## src/rtl/wpc_pkg.sv

```systemverilog
// Shared constants, codes and types for the WAV PCM header checker.
`default_nettype none

package wpc_pkg;

  localparam int unsigned HDR_LEN = 44;
  localparam int unsigned POS_W = 6;

  // Result status codes.
  localparam logic [1:0] STATUS_OK = 2'd0;
  localparam logic [1:0] STATUS_BAD_FORMAT = 2'd1;
  localparam logic [1:0] STATUS_NO_AUDIO = 2'd2;

  localparam logic [1:0] BPS_SIXTEEN = 2'd2;
  localparam logic [1:0] BPS_TWENTYFOUR = 2'd3;

  // ceil(2^33 / 3): floor(x * RECIP_THREE / 2^33) == x / 3 for any 32-bit x.
  localparam logic [31:0] RECIP_THREE = 32'hAAAA_AAAB;

  localparam logic [7:0] RIFF_TAG [4] = '{8'h52, 8'h49, 8'h46, 8'h46};

  localparam logic [7:0] FMT_CHUNK [16] = '{
    8'h57, 8'h41, 8'h56, 8'h45, 8'h66, 8'h6D, 8'h74, 8'h20,
    8'h10, 8'h00, 8'h00, 8'h00, 8'h01, 8'h00, 8'h02, 8'h00
  };

  localparam logic [7:0] TAIL_SIXTEEN [8] = '{
    8'h04, 8'h00, 8'h10, 8'h00, 8'h64, 8'h61, 8'h74, 8'h61
  };

  localparam logic [7:0] TAIL_TWENTYFOUR [8] = '{
    8'h06, 8'h00, 8'h18, 8'h00, 8'h64, 8'h61, 8'h74, 8'h61
  };

  // What the parser hands on once the last header byte is in.
  typedef struct packed {
    logic [31:0] size;
    logic [31:0] rate;
    logic        match_sixteen;
    logic        match_twentyfour;
  } calc_t;

endpackage

`default_nettype wire

```

## src/rtl/wpc_ifs.sv

```systemverilog
// Valid/ready channel interfaces for header bytes and for results.
`default_nettype none

interface wpc_in_if;
  logic       valid;
  logic       ready;
  logic [7:0] header_byte;
  logic       starts_header;

  modport source (output valid, output header_byte, output starts_header, input ready);
  modport sink (input valid, input header_byte, input starts_header, output ready);
endinterface


`default_nettype wire

```

## src/rtl/wpc_parser.sv

```systemverilog
// Byte parser: input register, position tracking, pattern matching and field capture.
`default_nettype none

module wpc_parser (
  input  wire logic          clk,
  input  wire logic          rst,
  wpc_in_if.sink             hdr,
  output wpc_pkg::calc_t     calc,
  output logic               calc_valid,
  input  wire logic          calc_ready
);

  logic                        in_valid;
  logic [7:0]                  in_byte;
  logic                        in_start;

  logic [wpc_pkg::POS_W-1:0]   byte_position;
  logic                        match_sixteen;
  logic                        match_twentyfour;
  logic [31:0]                 rate_capture;
  logic [31:0]                 size_capture;

  logic [wpc_pkg::POS_W-1:0]   pos_eff;
  logic [wpc_pkg::POS_W-1:0]   byte_position_next;
  logic                        match_sixteen_next;
  logic                        match_twentyfour_next;
  logic [31:0]                 rate_capture_next;
  logic [31:0]                 size_capture_next;
  logic                        is_final;
  logic                        calc_free;
  logic                        consume;

  // A start flag puts the state back to its reset values before the byte is used.
  always_comb begin
    pos_eff               = in_start ? '0 : byte_position;
    match_sixteen_next    = in_start | match_sixteen;
    match_twentyfour_next = in_start | match_twentyfour;
    rate_capture_next     = in_start ? '0 : rate_capture;
    size_capture_next     = in_start ? '0 : size_capture;

    if (pos_eff < wpc_pkg::POS_W'(4)) begin
      if (in_byte != wpc_pkg::RIFF_TAG[pos_eff[1:0]]) begin
        match_sixteen_next    = 1'b0;
        match_twentyfour_next = 1'b0;
      end
    end else if (pos_eff >= wpc_pkg::POS_W'(8) && pos_eff < wpc_pkg::POS_W'(24)) begin
      if (in_byte != wpc_pkg::FMT_CHUNK[4'(pos_eff - wpc_pkg::POS_W'(8))]) begin
        match_sixteen_next    = 1'b0;
        match_twentyfour_next = 1'b0;
      end
    end else if (pos_eff >= wpc_pkg::POS_W'(24) && pos_eff < wpc_pkg::POS_W'(28)) begin
      rate_capture_next[{pos_eff[1:0], 3'b000} +: 8] = in_byte;
    end else if (pos_eff >= wpc_pkg::POS_W'(32) && pos_eff < wpc_pkg::POS_W'(40)) begin
      if (in_byte != wpc_pkg::TAIL_SIXTEEN[pos_eff[2:0]]) begin
        match_sixteen_next = 1'b0;
      end
      if (in_byte != wpc_pkg::TAIL_TWENTYFOUR[pos_eff[2:0]]) begin
        match_twentyfour_next = 1'b0;
      end
    end else if (pos_eff >= wpc_pkg::POS_W'(40) &&
                 pos_eff < wpc_pkg::POS_W'(wpc_pkg::HDR_LEN)) begin
      size_capture_next[{pos_eff[1:0], 3'b000} +: 8] = in_byte;
    end

    // The position stops at the header length until the next start flag.
    if (pos_eff < wpc_pkg::POS_W'(wpc_pkg::HDR_LEN)) begin
      byte_position_next = pos_eff + wpc_pkg::POS_W'(1);
    end else begin
      byte_position_next = pos_eff;
    end

    is_final  = (pos_eff == wpc_pkg::POS_W'(wpc_pkg::HDR_LEN - 1));
    calc_free = !calc_valid || calc_ready;
    consume   = in_valid && (!is_final || calc_free);
  end

  assign hdr.ready = !in_valid || consume;

  always_ff @(posedge clk) begin
    if (rst) begin
      in_valid         <= 1'b0;
      byte_position    <= '0;
      match_sixteen    <= 1'b1;
      match_twentyfour <= 1'b1;
      rate_capture     <= '0;
      size_capture     <= '0;
      calc_valid       <= 1'b0;
    end else begin
      if (hdr.ready) begin
        in_valid <= hdr.valid;
      end
      if (consume) begin
        byte_position    <= byte_position_next;
        match_sixteen    <= match_sixteen_next;
        match_twentyfour <= match_twentyfour_next;
        rate_capture     <= rate_capture_next;
        size_capture     <= size_capture_next;
      end
      calc_valid <= (calc_valid && !calc_ready) || (consume && is_final);
    end
  end

  always_ff @(posedge clk) begin
    if (hdr.valid && hdr.ready) begin
      in_byte  <= hdr.header_byte;
      in_start <= hdr.starts_header;
    end
    if (consume && is_final) begin
      calc.size             <= size_capture_next;
      calc.rate             <= rate_capture_next;
      calc.match_sixteen    <= match_sixteen_next;
      calc.match_twentyfour <= match_twentyfour_next;
    end
  end

endmodule

`default_nettype wire

```

## src/flat_wrapper.sv

```systemverilog
// flat-port wrapper written by rule: the top's interface ports become plain ports
module wpc_parser_flat 
  (clk, rst, calc, calc_valid, calc_ready, hdr_valid, hdr_header_byte, hdr_starts_header, hdr_ready);
  wpc_in_if hdr_i ();
  input  wire logic clk;
  input  wire logic rst;
  output wpc_pkg::calc_t calc;
  output logic calc_valid;
  input  wire logic calc_ready;
  input wire logic [$bits(hdr_i.valid)-1:0] hdr_valid;
  input wire logic [$bits(hdr_i.header_byte)-1:0] hdr_header_byte;
  input wire logic [$bits(hdr_i.starts_header)-1:0] hdr_starts_header;
  output wire logic [$bits(hdr_i.ready)-1:0] hdr_ready;
  assign hdr_i.valid = hdr_valid;
  assign hdr_i.header_byte = hdr_header_byte;
  assign hdr_i.starts_header = hdr_starts_header;
  assign hdr_ready = hdr_i.ready;
  wpc_parser u_core (.clk(clk), .rst(rst), .hdr(hdr_i), .calc(calc), .calc_valid(calc_valid), .calc_ready(calc_ready));
endmodule
```

## config.mk

```make
export PLATFORM = sky130hd
export DESIGN_NAME = wpc_parser_flat
export DESIGN_NICKNAME = d
export VERILOG_FILES = /design/src/rtl/wpc_pkg.sv /design/src/rtl/wpc_ifs.sv /design/src/rtl/wpc_parser.sv /design/src/flat_wrapper.sv
export SDC_FILE = /design/constraint.sdc
export NUM_CORES = 1
export LEC_CHECK = 0
export ABC_AREA = 1
export BUFFER_PORTS_ARGS = -buffer_cell sky130_fd_sc_hd__buf_2
export CELL_PAD_IN_SITES_DETAIL_PLACEMENT = 1
export CELL_PAD_IN_SITES_GLOBAL_PLACEMENT = 2
export CORE_ASPECT_RATIO = 1.25
export CORE_MARGIN = 2
export CORE_UTILIZATION = 32
export CTS_CLUSTER_SIZE = 25
export DETAILED_ROUTE_END_ITERATION = 16
export PLACE_DENSITY_LB_ADDON = 0.1
export SLEW_MARGIN = 0
export SYNTH_ARGS = -nofsm -noshare
export SYNTH_HDL_FRONTEND = slang
export SYNTH_SLANG_ARGS = --single-unit
```

## constraint.sdc

```tcl
create_clock -name clk -period 3.4 [get_ports clk]
set_clock_uncertainty 0.2 [all_clocks]
set_input_delay 0.68 -clock clk [delete_from_list [all_inputs] [get_ports clk]]
set_output_delay 0.68 -clock clk [all_outputs]
set_load 0.01 [all_outputs]
```

==> key figures, run 1 <==
Placement
  • DPL Wire Length: 15000 um
  • Placer congestion estimate: 0.919
  • Placed inst area: ~7500 um2
  • # port buffers: 80
  • Post-place setup slack: slightly above 0.2 ns

CTS
  • Max Root-Sink Buffers: 2
  • Setup Buffers After CTS: 0
  • Worst-path clk slew: approximately 0.070 ns
  • Num CTS Buffers: 17
  • CTS root buf: clkbuf_16
  • Clock H-tree levels: 4
  • CTS tree: done
  • Worst-Skew Late Latency: ~0.43 ns
  • TritonCTS Sinks: around 150

Logic synthesis
  • Sequential element share of the synthesized area: between 50% and 60%
  • XOR/XNOR Fraction of Synth Area: around 1%
  • Cell Area, Synth: just under 7000 um2
  • Top_reg_cell synth: edfxtp_1
  • Post-synth EDFFs: between 70 and 80
  • Unique masters post-synth: 35
  • Syn_area_per_cell: approximately 8.6 um2
  • Syn Nets: 814
  • Fraction of registers with async set/reset: 0%
  • Post-synthesis mux area share: 0%
  • Compound-Gate Fraction of Synth Area: 12.7%
  • Largest family of logic cells by synthesized area: simple AND/OR/NAND/NOR gates
  • Adder-cell share of the synthesized area: approximately 1.5%
  • Synth warn: 0
  • Seq cells post-synth: about 150
  • Simple-gate share of the synthesized area: 23.0%
  • Gate Count Post-Synth: 793

Floorplanning
  • Chip height: around 170 um
  • Area of the die: 22500 um2
  • FP Rows: slightly below 60
  • Initial core utilization: between 30% and 40%
  • Die width: between 100 and 150 um
  • Core area: between 20000 and 25000 um2
  • IO Pins: a little over 80

Worst setup path
  • Critical path launch point type: flop
  • Worst Path Required: 2.52 ns
  • Slowest stage delay, CP: between 0.5 and 0.6 ns
  • Critical path class: reg2out
  • Crit path cell chain: inv_6 > nand2_1 > inv_2 > ha_1 > inv_1 > nor2_8 > nand3_1 > buf_2
  • Largest fanout on the critical path: 7
  • CP max stage cell: edfxtp_1
  • Critical Path AT: roughly 2.3 ns
  • Endpoint class of the critical path: primary output

Detailed routing
  • Starting DRT DRC Count: about 310
  • Vias: 5754
  • Residual DRC: 0
  • Wire per inst: 18.3 um
  • Vias per cell: 4.96
  • Drt total wl: 21200 um
  • Initial DRT Pass Iterations: 4
  • Final ANT Viol Nets: 0

Timing
  • Final Hold Fails: 0
  • Worst slew pin tran: approximately 0.9 ns
  • RSZ-0062 raised after global routing: no
  • # setup viols final: 0
  • Max_slew headroom: between 40% and 50%
  • Post-layout minimum cycle time: approximately 3.2 ns
  • Final period util: a little over nine tenths
  • Final worst slack: ~0.20 ns
  • Highest Clock Rate: 0.313 GHz
  • Final Max Tran Viols: 0
  • Setup TNS: 0 ns

Run status
  • Status: finished clean

Final layout
  • Layout cells sized above 1: between 15 and 20%
  • Final Cell Area: a little over 8000 um2
  • # diodes: 0
  • Nets: roughly 900
  • Fillers: around 2500
  • Area Overhead vs Synth: 18.8%

Global routing
  • Vias in the first global route: slightly above 6000
  • GRT Total Usage: 19.7%
  • Initial antenna violation count: 0
  • Pin count of the biggest net entering global routing: between 80 and 90
  • GRT overflow: 0
  • Global-route wire length before repair: around 34000 um

Power
  • Max rail drop VDD: 0.352 mV
  • Pwr Density: ~510 nW/um2
  • Leak Pwr: ~3.1 nW

Flow run
  • Max Cap Violations: 0

Hold path
  • Tightest Hold Check Type: in2reg
-- sequential cells by signal, summed over array words and instances (netlist names) --
name                     cells
u_core.calc                 66
u_core.size_capture         32
u_core.in_valid              1
u_core.calc_valid            1
u_core.byte_position         6
u_core.in_start              1
u_core.rate_capture         32
u_core.match_twentyfour      1
u_core.in_byte               8
u_core.match_sixteen         1
-- path summary, 6_finish.rpt --
check / start / endpoint / slack [ns] / depth (start not counted)
worst max-delay path: u_core.in_start$_DFFE_PP_ / hdr_ready / 0.20 / 8
worst min-delay path: hdr_header_byte[2] / u_core.in_byte[2]$_DFFE_PP_ / 0.22 / 1
worst max register to register: u_core.in_start$_DFFE_PP_ / u_core.size_capture[2]$_SDFFE_PP0P_ / 0.30 / 10
worst min register to register: u_core.size_capture[13]$_SDFFE_PP0P_ / u_core.size_capture[13]$_SDFFE_PP0P_ / 0.27 / 2
-- worst max-delay path: cells and delay by family (launching register included) --
| family | cells | cell delay [ns] |
|---|---|---|
| buffers and inverters | 4 | 0.62 |
| flip-flops | 1 | 0.51 |
| AND/OR/NAND/NOR | 3 | 0.50 |
| adder cells (fa/ha/maj) | 1 | 0.25 |
-- cell type report --
| type | instances | area (um2) | area share, % |
|---|---|---|---|
| Sequential cell | 149 | 3730 | 46.1 |
| Multi-Input combinational cell | 537 | 2610 | 32.2 |
| Timing Repair Buffer | 97 | 541 | 6.68 |
| Clock buffer | 20 | 489 | 6.04 |
| Tap cell | 274 | 343 | 4.23 |
| Inverter | 70 | 272 | 3.35 |
| Clock inverter | 12 | 110 | 1.36 |
-- cell usage after synthesis, types with 7 or more instances --
| cell | n | area [um2] |
|---|---|---|
| a21oi_1 | 35 | 175 |
| o21ai_1 | 17 | 85.1 |
| nand3_1 | 56 | 280 |
| o21ai_0 | 85 | 425 |
| dfxtp_1 | 74 | 1480 |
| nor3_1 | 16 | 80.1 |
| edfxtp_1 | 75 | 2250 |
| nor2_1 | 126 | 473 |
| buf_6 | 7 | 78.8 |
| inv_1 | 65 | 244 |
| buf_2 | 14 | 70.1 |
| nand2_1 | 142 | 533 |
| ha_1 | 8 | 100 |
| clkbuf_1 | 10 | 37.5 |
-- per-layer routing --
metal	global-route usage (%)	vias to the layer above	part of all wire [%]
li1	-	2806	-
met1	25.5	2825	45
met2	33.2	93	50
met3	2.57	30	2.5
met4	7.60	0	2.3
met5	0	-	0
-- metrics by stage --
step	hold WS (ns)	power (mW)	util (%)	std cells
after floorplan	0.235	2.20	-	793
after global placement	0.252	2.29	35.9	1127
after detailed placement	0.256	2.30	35.9	1127
after CTS	0.200	4.21	38.7	1159
after global routing	0.209	4.34	38.7	1159
final	0.220	4.17	38.7	1159
-- logic make-up after synthesis --
group	after synthesis
AND/OR/NAND/NOR	361
AO/OA/AOI/OAI	160
flip-flops	149
buffers and inverters	107
XOR/XNOR	8
adder cells (fa/ha/maj)	8
-- timing repair --
item,in CTS,in global routing
hold buffers,0,0
endpoints found under the setup margin,0,5
resized for setup,0,2
-- cell usage in the layout, fill, tap and decap left out, types with 3 or more instances in the layout --
cell	instances
nand3_1	56
dfxtp_1	74
nor2_4	3
inv_6	3
edfxtp_1	75
nor3_1	16
o21ai_1	17
clkbuf_16	19
o31ai_2	3
nand2_1	142
ha_1	7
nand4_1	6
a31oi_1	6
o21a_1	5
xor2_1	5
nor2_1	126
xnor2_1	3
a22oi_1	6
o21ai_0	85
buf_4	16
a21oi_1	35
inv_1	63
clkinvlp_4	3
inv_2	5
buf_2	80
inv_8	3
nand2_4	4
-- power breakdown --
part           internal (mW)  switching, mW
logic                 0.0885          0.206
clock network           1.07          0.841
registers               1.93         0.0371
total                   3.08           1.08
No activity file was read; power rests on OpenSTA's default activity.
==> run 2, diff against run 1 <==
Settings changed: ABC_AREA 1 to 0, CORE_UTILIZATION 32 to 34.
==> run 2 against run 1 <==
Effect of this change: first-iteration DRC count increased by 15%; fmax decreased by 1.4%; total power decreased by 2.5%; critical endpoint unchanged; register-to-register slack improved by 0.14 ns; largest cell class unchanged; critical path depth decreased by 3.
==> key figures, run 2 <==
Final layout
  • # diodes: 0 (unchanged)
  • Max FFs per register: 66 (unchanged)
  • Most flops, register: u_core.calc (unchanged)
  • Most common cell after layout, fill and taps aside: buf_2 (was nand2_1)
  • Nets: 732 (was 893)
  • Area occupied by multi-input gates: 2700 um2 (was 2610 um2)
  • Register Area: 3730 um2 (unchanged)
  • Area Overhead vs Synth: 19.5% (was 18.8%)
  • Fillers: 2173 (was 2507)
  • Layout cells sized above 1: 25.7% (was 17.3%)
  • Biggest regs: u_core.calc: 66 flops, u_core.rate_capture: 32 flops, u_core.size_capture: 32 flops (unchanged)
  • Most frequent cells in the layout: buf_2, nor2_1, edfxtp_1 (was nand2_1, nor2_1, o21ai_0)

Logic synthesis
  • Seq cells post-synth: 149 (unchanged)
  • Synth warn: 0 (unchanged)
  • Syn Nets: 661 (was 814)
  • Area leader, netlist: edfxtp_1 (unchanged)
  • Unique masters post-synth: 58 (was 35)
  • Fraction of registers with async set/reset: 0% (unchanged)
  • Top cells by area, synth: edfxtp_1, dfxtp_1, a22o_1, nor2_1, a22oi_2 (was edfxtp_1, dfxtp_1, nand2_1, nor2_1, o21ai_0)
  • Gate Count Post-Synth: 640 (was 793)
  • Post-synth EDFFs: 75 (unchanged)
  • Dominant cell by count in the synthesized netlist: nor2_1 (was nand2_1)
  • Synth top area share: 33.4% (was 33.1%)
  • Syn_area_per_cell: 10.5 um2 (was 8.59 um2)
  • Sequential element share of the synthesized area: 55.4% (was 54.8%)
  • Cell Area, Synth: 6740 um2 (was 6810 um2)
  • Top_reg_cell synth: edfxtp_1 (unchanged)
  • Top cells by count, synth: nor2_1, edfxtp_1, dfxtp_1, nand2_1, a22o_1 (was nand2_1, nor2_1, o21ai_0, edfxtp_1, dfxtp_1)

Timing
  • Worst slew pin tran: 0.960 ns (was 0.884 ns)
  • Post-layout minimum cycle time: 3.24 ns (was 3.20 ns)
  • # setup viols final: 0 (unchanged)
  • Max_slew headroom: 35.7% (was 41.1%)
  • Setup TNS: 0 ns (unchanged)
  • Final period util: 95.3% (was 94.0%)
  • Final Hold Fails: 0 (unchanged)
  • Highest Clock Rate: 0.308 GHz (was 0.313 GHz)
  • Final Max Tran Viols: 0 (unchanged)
  • RSZ-0062 raised after global routing: no (unchanged)

Floorplanning
  • Area of the die: 21000 um2 (was 22500 um2)
  • Chip height: 161 um (was 167 um)
  • IO Pins: 81 (unchanged)
  • Die width: 130 um (was 135 um)
  • FP Rows: 57 (was 59)
  • Initial core utilization: 34.6% (was 32.6%)
  • Core area: 19500 um2 (was 20900 um2)

Worst setup path
  • FF-to-FF setup slack: 0.44 ns (was 0.30 ns)
  • Worst Path Required: 2.52 ns (about the same)
  • Reg2reg path depth: 7 (was 10)
  • Largest fanout on the critical path: 21 (was 7)
  • Critical Path AT: 2.36 ns (was 2.32 ns)
  • RR Startpoint: u_core.in_start$_DFFE_PP_ (unchanged)
  • Critical path launch point type: flop (unchanged)
  • Endpoint class of the critical path: primary output (unchanged)
  • Endpoint of the worst register-to-register path: u_core.rate_capture[11]$_SDFFE_PP0P_ (was u_core.size_capture[2]$_SDFFE_PP0P_)
  • Critical path class: reg2out (unchanged)

Power
  • Pwr Density: 504 nW/um2 (was 515 nW/um2)
  • Leak Pwr: 3.20 nW (was 3.11 nW)
  • Max rail drop VDD: 0.291 mV (was 0.352 mV)
  • Pwr Total: 4.06 mW (was 4.17 mW)

Detailed routing
  • Initial DRT Pass Iterations: 4 (unchanged)
  • Vias: 5259 (was 5754)
  • Drt total wl: 20000 um (was 21200 um)
  • Starting DRT DRC Count: 356 (was 309)
  • Residual DRC: 0 (unchanged)
  • Final ANT Viol Nets: 0 (unchanged)
  • Vias per cell: 5.32 (was 4.96)
  • Wire per inst: 20.2 um (was 18.3 um)

Global routing
  • Initial antenna violation count: 0 (unchanged)
  • GRT Total Usage: 19.9% (was 19.7%)
  • Global-route wire length before repair: 31600 um (was 33800 um)
  • Pin count of the biggest net entering global routing: 44 (was 85)
  • Vias in the first global route: 5585 (was 6154)
  • GRT overflow: 0 (unchanged)

CTS
  • Max Root-Sink Buffers: 2 (unchanged)
  • Hold buffers post-CTS: 0 (unchanged)
  • CTS tree: done (unchanged)
  • TritonCTS Sinks: 149 (unchanged)
  • CTS root buf: clkbuf_16 (unchanged)
  • Worst-path clk slew: 0.06 ns (was 0.07 ns)
  • Worst-Skew Late Latency: 0.42 ns (was 0.43 ns)
  • Clock H-tree levels: 4 (unchanged)
  • Num CTS Buffers: 17 (unchanged)

Hold path
  • WHS Path Cells: 1 (unchanged)
  • Hold path endpoint: u_core.in_byte[0]$_DFFE_PP_ (was u_core.in_byte[2]$_DFFE_PP_)
  • Tightest Hold Check Type: in2reg (unchanged)
  • HP Start: hdr_header_byte[0] (was hdr_header_byte[2])

Placement
  • # port buffers: 80 (unchanged)
  • Placer congestion estimate: 0.830 (was 0.919)
  • DPL Wire Length: 13400 um (was 15000 um)

Flow run
  • Max Cap Violations: 0 (unchanged)

Run status
  • Status: finished clean (unchanged)
run 2: final cells by class:
class / count / area share (%)
Clock buffer: 22 / 6.15
Clock inverter: 10 / 1.15
Inverter: 8 / 0.373
Multi-Input combinational cell: 421 / 33.5
Sequential cell: 149 / 46.3
Tap cell: 265 / 4.11
Timing Repair Buffer: 114 / 8.44
run 2: kinds of logic (layout without fill, tap and decap cells):
kind of cell | after synthesis | in the layout | share of synthesized area [%]
AO/OA/AOI/OAI | 167 | 167 | 19.4
XOR/XNOR | 11 | 11 | 1.43
adder cells (fa/ha/maj) | 8 | 8 | 1.48
buffers and inverters | 70 | 154 | 4.94
flip-flops | 149 | 149 | 55.4
multiplexers | 3 | 3 | 0.464
AND/OR/NAND/NOR | 232 | 232 | 16.9
run 2: layer usage:
metal  wire length, um  share of wire, %  GRT usage (%)  vias to the layer above
li1                  -                 -              -                     2469
met5                 0                 0              0                        -
met2             10500                52           35.0                      111
met3               807               4.0           3.97                       19
met1              8460                42           24.8                     2660
met4               255               1.3           5.43                        0
run 2: through the flow:
step	cell area [um2]	util, %	hold WS (ns)	cells	setup slack (ns)
after floorplan	6760	-	0.237	640	0.0178
after global placement	7450	38.2	0.243	954	0.370
after detailed placement	7450	38.2	0.250	954	0.302
after CTS	8040	41.3	0.209	986	0.0727
after global routing	8060	41.4	0.204	989	0.00743
final	8060	41.4	0.230	989	0.158
run 2: timing repair:
action / 4_1_cts / 5_1_grt
resized for setup: 1 / 0
setup buffers: 0 / 3
setup endpoints to repair: 1 / 1
hold endpoints to repair: 0 / 0
run 2: power by group:
part	internal [mW]	switching [mW]	total, mW
combinational	0.0767	0.169	0.246
sequential	1.90	0.0401	1.94
clock	1.11	0.764	1.87
run 2: worst max-delay path, cell delays in order, from the launching register on:
cell and delay, ns:
edfxtp_1 0.48, buf_4 0.26, or3b_1 0.56, nor3_2 0.32, nand3_1 0.14, buf_2 0.16
run 2: worst max path at each step:
stage	startpoint	endpoint	depth (start not counted)
2_1_floorplan	u_core.in_start$_DFFE_PP_	u_core.calc[0]$_DFFE_PP_	10
3_3_place_gp	u_core.in_start$_DFFE_PP_	u_core.calc[1]$_DFFE_PP_	8
3_5_place_dp	u_core.in_start$_DFFE_PP_	u_core.calc[0]$_DFFE_PP_	8
4_1_cts	u_core.in_start$_DFFE_PP_	hdr_ready	5
5_1_grt	u_core.in_start$_DFFE_PP_	hdr_ready	7
6_report	u_core.in_start$_DFFE_PP_	hdr_ready	5
